<file path="src/rtl/segsum_pkg.sv">
// ----------------------------------------------------------------------------
// segsum_pkg
// Shared types and constants of the segment tree range sum block.
// ----------------------------------------------------------------------------
package segsum_pkg;

  localparam int unsigned DEF_LEAVES     = 1024;
  localparam int unsigned DEF_VALUE_BITS = 32;

  localparam int unsigned MODE_W   = 2;
  localparam int unsigned INDEX_W  = 10;
  localparam int unsigned DATA_W   = 32;
  localparam int unsigned STATUS_W = 2;
  localparam int unsigned COUNT_W  = 11;

  localparam logic [COUNT_W-1:0] COUNT_RESET = 11'd1024;

  typedef enum logic [MODE_W-1:0] {
    MODE_FILL  = 2'd0,
    MODE_WRITE = 2'd1,
    MODE_READ  = 2'd2,
    MODE_SUM   = 2'd3
  } mode_e;

  typedef enum logic [STATUS_W-1:0] {
    STATUS_OK        = 2'd0,
    STATUS_BAD_INDEX = 2'd1,
    STATUS_NOT_READY = 2'd2
  } status_e;

  typedef struct packed {
    logic busy;
    logic last;
  } fill_ctrl_t;

endpackage

</file>
<file path="src/rtl/segsum_fill_gen.sv">
// ----------------------------------------------------------------------------
// segsum_fill_gen
// Fill sweep: writes every node from the last leaf down to the root, one
// node per cycle, with sums built from running full and partial registers.
// ----------------------------------------------------------------------------
module segsum_fill_gen #(
  parameter int unsigned LEAVES     = segsum_pkg::DEF_LEAVES,
  parameter int unsigned VALUE_BITS = segsum_pkg::DEF_VALUE_BITS
) (
  input  logic                         clk_i,
  input  logic                         rst_ni,
  input  logic                         start_i,
  input  logic [VALUE_BITS-1:0]        value_i,
  input  logic [$clog2(LEAVES):0]      count_i,
  output logic                         wr_en_o,
  output logic [$clog2(LEAVES):0]      wr_addr_o,
  output logic [VALUE_BITS-1:0]        wr_data_o,
  output segsum_pkg::fill_ctrl_t       ctrl_o
);

  import segsum_pkg::*;

  localparam int unsigned LW = $clog2(LEAVES);
  localparam int unsigned AW = LW + 1;
  localparam int unsigned CW = LW + 1;

  logic                  active_q;
  logic [AW-1:0]         pos_q;
  logic [CW-1:0]         size_q;
  logic [CW-1:0]         start_q;
  logic [CW-1:0]         cnt_q;
  logic [CW-1:0]         cnt_sh_q;
  logic [VALUE_BITS-1:0] full_q;
  logic [VALUE_BITS-1:0] part_q;

  logic [CW-1:0] node_end;
  logic          level_first;
  logic          last;

  assign node_end    = start_q + size_q;
  assign level_first = (pos_q & (pos_q - AW'(1))) == '0;
  assign last        = active_q && (pos_q == AW'(1));

  always_comb begin
    if (node_end <= cnt_q) begin
      wr_data_o = full_q;
    end else if (start_q < cnt_q) begin
      wr_data_o = part_q;
    end else begin
      wr_data_o = '0;
    end
  end

  assign wr_en_o     = active_q;
  assign wr_addr_o   = pos_q;
  assign ctrl_o.busy = active_q;
  assign ctrl_o.last = last;

  always_ff @(posedge clk_i or negedge rst_ni) begin
    if (!rst_ni) begin
      active_q <= 1'b0;
    end else if (start_i) begin
      active_q <= 1'b1;
    end else if (last) begin
      active_q <= 1'b0;
    end
  end

  always_ff @(posedge clk_i) begin
    if (start_i) begin
      pos_q    <= '1;
      size_q   <= CW'(1);
      start_q  <= CW'(LEAVES - 1);
      cnt_q    <= count_i;
      cnt_sh_q <= count_i;
      full_q   <= value_i;
      part_q   <= '0;
    end else if (active_q && !last) begin
      pos_q <= pos_q - AW'(1);
      if (level_first) begin
        size_q   <= size_q << 1;
        start_q  <= CW'(LEAVES) - (size_q << 1);
        full_q   <= full_q << 1;
        part_q   <= part_q + (cnt_sh_q[0] ? full_q : '0);
        cnt_sh_q <= cnt_sh_q >> 1;
      end else begin
        start_q <= start_q - size_q;
      end
    end
  end

endmodule

</file>
<file path="config.mk">
export PLATFORM = sky130hd
export DESIGN_NAME = segsum_fill_gen
export DESIGN_NICKNAME = d
export VERILOG_FILES = /design/src/rtl/segsum_pkg.sv /design/src/rtl/segsum_fill_gen.sv
export SDC_FILE = /design/constraint.sdc
export NUM_CORES = 1
export LEC_CHECK = 0
export BUFFER_PORTS_ARGS = -buffer_cell sky130_fd_sc_hd__buf_2
export CORE_UTILIZATION = 30
export DETAILED_ROUTE_END_ITERATION = 10
export SYNTH_ARGS = -nofsm -noshare
export SYNTH_HDL_FRONTEND = slang
export SYNTH_SLANG_ARGS = --single-unit
</file>
<file path="constraint.sdc">
create_clock -name clk_i -period 3.9 [get_ports clk_i]
set_clock_uncertainty 0.2 [all_clocks]
set_input_delay 0.39 -clock clk_i [delete_from_list [all_inputs] [get_ports clk_i]]
set_output_delay 0.39 -clock clk_i [all_outputs]
set_load 0.05 [all_outputs]
</file>
==> impl_metrics.xml <==
<?xml version="1.0" encoding="UTF-8"?>
<metrics>
  <group name="yosys">
    <metric name="ys_ff_latch" unit="">120</metric>
    <metric name="synth_top_cells_by_count" unit="">nand2_1 (127), ha_1 (85), a21oi_1 (79)</metric>
    <metric name="synth-edff-count" unit="">54</metric>
    <metric name="share_of_flip_flops_with_an_asynchronous_set_or_reset_after_synthesis" unit="">0.008333</metric>
    <metric name="postSynth.topFlopCell" unit="">dfxtp_1</metric>
    <metric name="synth_top_cell_area_share" unit="">0.1897</metric>
    <metric name="syn_inst" unit="">970</metric>
    <metric name="postSynthNetCount" unit="">1104</metric>
    <metric name="netlist.top_cell.by_area" unit="">edfxtp_1</metric>
    <metric name="synth-warning-count" unit="">0</metric>
    <metric name="sequential_area_share_after_synthesis" unit="">0.3448</metric>
    <metric name="synthesis.area_per_instance" unit="µm²">8.814</metric>
    <metric name="syn_area" unit="µm²">8549</metric>
    <metric name="synth_most_common_cell" unit="">nand2_1</metric>
    <metric name="netlist-cell-type-count" unit="">62</metric>
    <metric name="netlist_top_cells_area" unit="">edfxtp_1 (19%), dfxtp_1 (15%), ha_1 (12%)</metric>
  </group>
  <group name="global_routing">
    <metric name="grt_antenna_before_repair" unit="">0</metric>
    <metric name="grt_most_used_layer" unit="">met2</metric>
    <metric name="grt_pass1_wl" unit="µm">37560</metric>
    <metric name="grt_max_degree" unit="">48</metric>
    <metric name="grt_pass1_vias" unit="">7548</metric>
    <metric name="grt.overflow.total" unit="">0</metric>
    <metric name="grt_util_met1" unit="">0.1993</metric>
    <metric name="grt_total_usage" unit="">0.1630</metric>
    <metric name="met2_global_route_usage" unit="">0.2926</metric>
    <metric name="grt_use_met3" unit="">0.03146</metric>
  </group>
  <group name="layout">
    <metric name="final_cell_count_no_fill" unit="">1518</metric>
    <metric name="antenna_cells_inserted" unit="">0</metric>
    <metric name="fillers" unit="">2760</metric>
    <metric name="drive_above_1_share" unit="">0.2895</metric>
    <metric name="final_core_util" unit="">0.4170</metric>
    <metric name="design_area" unit="µm²">11650</metric>
    <metric name="nets" unit="">1261</metric>
    <metric name="layout-area-overhead-vs-synth" unit="%">36.26</metric>
  </group>
  <group name="run_status">
    <metric name="outcome" unit="">finished, violations left</metric>
    <metric name="failing_checks" unit="">setup timing</metric>
  </group>
  <group name="pwr">
    <metric name="leakagePower" unit="nW">4.626</metric>
    <metric name="ir_worst_vdd" unit="µV">406.4</metric>
    <metric name="power_density" unit="nW/µm²">522.9</metric>
    <metric name="total_power" unit="mW">6.091</metric>
  </group>
  <group name="floorplan">
    <metric name="boundaryPins" unit="">92</metric>
    <metric name="std_cell_rows" unit="">61</metric>
    <metric name="core-area" unit="µm²">27930</metric>
    <metric name="die_height" unit="µm">170.8</metric>
    <metric name="floorplan.die.width" unit="µm">170.8</metric>
    <metric name="initial_utilization" unit="">0.3061</metric>
    <metric name="die_area" unit="µm²">29180</metric>
  </group>
  <group name="clock_network">
    <metric name="numClockSinks" unit="">120</metric>
    <metric name="num_cts_buffers" unit="">17</metric>
    <metric name="number_of_h_tree_levels" unit="">4</metric>
    <metric name="cts_tree" unit="">yes</metric>
    <metric name="ctsRootBufferMaster" unit="">clkbuf_16</metric>
    <metric name="cts.reportedPaths.clkPinSlew" unit="ps">70</metric>
    <metric name="worstSkewPairLatency" unit="ps">430</metric>
    <metric name="cts_buffer_depth" unit="">2</metric>
  </group>
  <group name="timing">
    <metric name="slew_headroom" unit="">0.4916</metric>
    <metric name="timing.setup.tns" unit="ps">-20100</metric>
    <metric name="final-max-slew-violation-count" unit="">0</metric>
    <metric name="hold_viol" unit="">0</metric>
    <metric name="rsz0062_at_grt" unit="">true</metric>
    <metric name="least_margin_pin_slew" unit="ps">759.9</metric>
    <metric name="final_min_period_over_clock_period" unit="">1.177</metric>
    <metric name="timing.hold.ws" unit="ps">53.83</metric>
    <metric name="max_clock_freq" unit="GHz">0.2179</metric>
    <metric name="final_critical_period" unit="ps">4589</metric>
    <metric name="setup-violations-final" unit="">32</metric>
    <metric name="post-route-worst-setup-slack" unit="ps">-688.9</metric>
  </group>
  <group name="setup_path">
    <metric name="crit_slowest_cell" unit="">dfxtp_2</metric>
    <metric name="critical_path.cell_chain" unit="">inv_4, ha_4, inv_2, a21oi_2, nor2_1, o21ai_1, a21oi_2, o211ai_1, nand2_1, xnor2_1, ha_1, a21o_1, a21o_1, a21oi_2, nor2b_2, o31ai_4, buf_12, clkbuf_16, nand2_1, o31ai_4, buf_6</metric>
    <metric name="worstSetupEndpointType" unit="">output port</metric>
    <metric name="worst_path_dominant_cell_family" unit="">compound AO/OA/AOI/OAI gates</metric>
    <metric name="cp_num_buf_inv" unit="">5</metric>
    <metric name="critical_path.most_common_cell" unit="">a21oi_2</metric>
    <metric name="crit_required" unit="ps">3310</metric>
    <metric name="critPathMaxFanout" unit="">9</metric>
    <metric name="cp_slowest_stage_delay" unit="ps">360</metric>
    <metric name="arrival" unit="ps">4000</metric>
    <metric name="timing.setup.critical_path_class" unit="">flip-flop to output port</metric>
    <metric name="worstSetupStartpointType" unit="">flip-flop</metric>
  </group>
  <group name="drt">
    <metric name="avgViaCountPerCell" unit="">4.982</metric>
    <metric name="ant_nets" unit="">0</metric>
    <metric name="drt_first_iter_violations" unit="">389</metric>
    <metric name="firstDrtPassIters" unit="">5</metric>
    <metric name="routed_wl" unit="µm">22860</metric>
    <metric name="drcViolationCount" unit="">0</metric>
    <metric name="routedWlPerCell" unit="µm">15.06</metric>
    <metric name="vias" unit="">7563</metric>
  </group>
  <group name="placed_design">
    <metric name="placed_cells" unit="">1461</metric>
    <metric name="cell_area_reported_after_detailed_placement" unit="µm²">10400</metric>
    <metric name="place.detailed.hpwl" unit="µm">16620</metric>
    <metric name="replace_congestion" unit="">0.8419</metric>
    <metric name="io_buffers" unit="">91</metric>
    <metric name="preCtsSetupSlack" unit="ps">-456.2</metric>
  </group>
  <group name="hold_path">
    <metric name="hold_path.class" unit="">primary input to flip-flop</metric>
  </group>
  <group name="run">
    <metric name="timing.max_cap.violations" unit="">0</metric>
  </group>
</metrics>
[worst reg2reg max path, cell delays in order, from the launching register on]
cell and delay [ps]:
edfxtp_1 410, buf_12 180, nand2_1 140, inv_1 60, ha_1 260, a21oi_1 90, nand4b_1 210, a21oi_1 330
o2111ai_1 200, a2111o_1 470, and4_4 190, or4_1 460, a21oi_1 150
[cell usage in the layout, fill, tap and decap left out, types with 20 or more instances in the layout]
cell type / Yosys / final
o31ai_4: 0 / 31
dfxtp_1: 65 / 60
buf_4: 2 / 63
ha_1: 85 / 82
buf_2: 5 / 58
and2_1: 34 / 34
mux2_2: 41 / 41
inv_1: 77 / 73
buf_6: 0 / 37
a21o_1: 20 / 20
xnor2_1: 36 / 36
nor2_1: 59 / 57
nand2_1: 127 / 109
edfxtp_1: 54 / 54
a21oi_1: 79 / 74
o21ai_0: 22 / 21
[what timing repair did]
action | CTS | global route
gates cloned | 1 | 1
endpoints found under the hold margin | 12 | 0
resized for setup | 116 | 7
setup buffers | 12 | 0
hold buffers | 12 | 0
pin swaps | 27 | 1
setup endpoints to repair | 32 | 32
[power by group]
part           switching, mW  leakage (nW)  total [mW]  internal [mW]
registers             0.0476          1.06        1.43           1.38
logic                   1.72          3.28        3.05           1.33
clock network          0.654         0.287        1.61          0.957
[routing by layer]
layer,wire (µm),part of all wire
met1,10240,0.45
met2,11660,0.51
met3,719,0.031
met4,233,0.010
met5,0,0
[kinds of logic (layout without fill, tap and decap cells)]
| logic type | count (synthesis) | after routing | share of synthesized area |
|---|---|---|---|
| and+or+nand+nor | 294 | 294 | 0.1633 |
| muxes | 43 | 43 | 0.05634 |
| AOI/OAI and AO/OA | 250 | 250 | 0.1958 |
| adders and majority gates | 88 | 88 | 0.1314 |
| buffers and inverters | 124 | 294 | 0.05605 |
| DFF | 120 | 120 | 0.3448 |
| xor gates and xnor gates | 51 | 51 | 0.05225 |
[flip-flops by register name, summed over array words and instances (netlist names)]
register,cells
full_q,32
part_q,32
cnt_q,11
cnt_sh_q,11
size_q,11
start_q,11
wr_addr_o,11
wr_en_o,1
[path summary, 6_finish.rpt]
| check | startpoint | end | slack [ps] | cells after the start |
|---|---|---|---|---|
| max | size_q[1] | wr_data_o[8] | -690 | 21 |
| min | value_i[13] | full_q[13] | 50 | 2 |
| max reg2reg | cnt_sh_q[0] | part_q[31] | 500 | 12 |
| min reg2reg | part_q[6] | part_q[6] | 270 | 2 |
| max in group asynchronous | rst_ni | wr_en_o | 3350 | 2 |
| min in group asynchronous | rst_ni | wr_en_o | 60 | 2 |
[cell type report]
class / instances / area (µm²) / share of cell area
Multi-Input combinational cell: 726 / 5756 / 0.4940
Sequential cell: 120 / 2957 / 0.2538
Timing Repair Buffer: 185 / 1580 / 0.1356
Tap cell: 378 / 473.0 / 0.04060
Clock buffer: 18 / 429.2 / 0.03684
Inverter: 77 / 291.5 / 0.02502
Clock inverter: 14 / 163.9 / 0.01407
No activity file was read; power rests on OpenSTA's default activity.
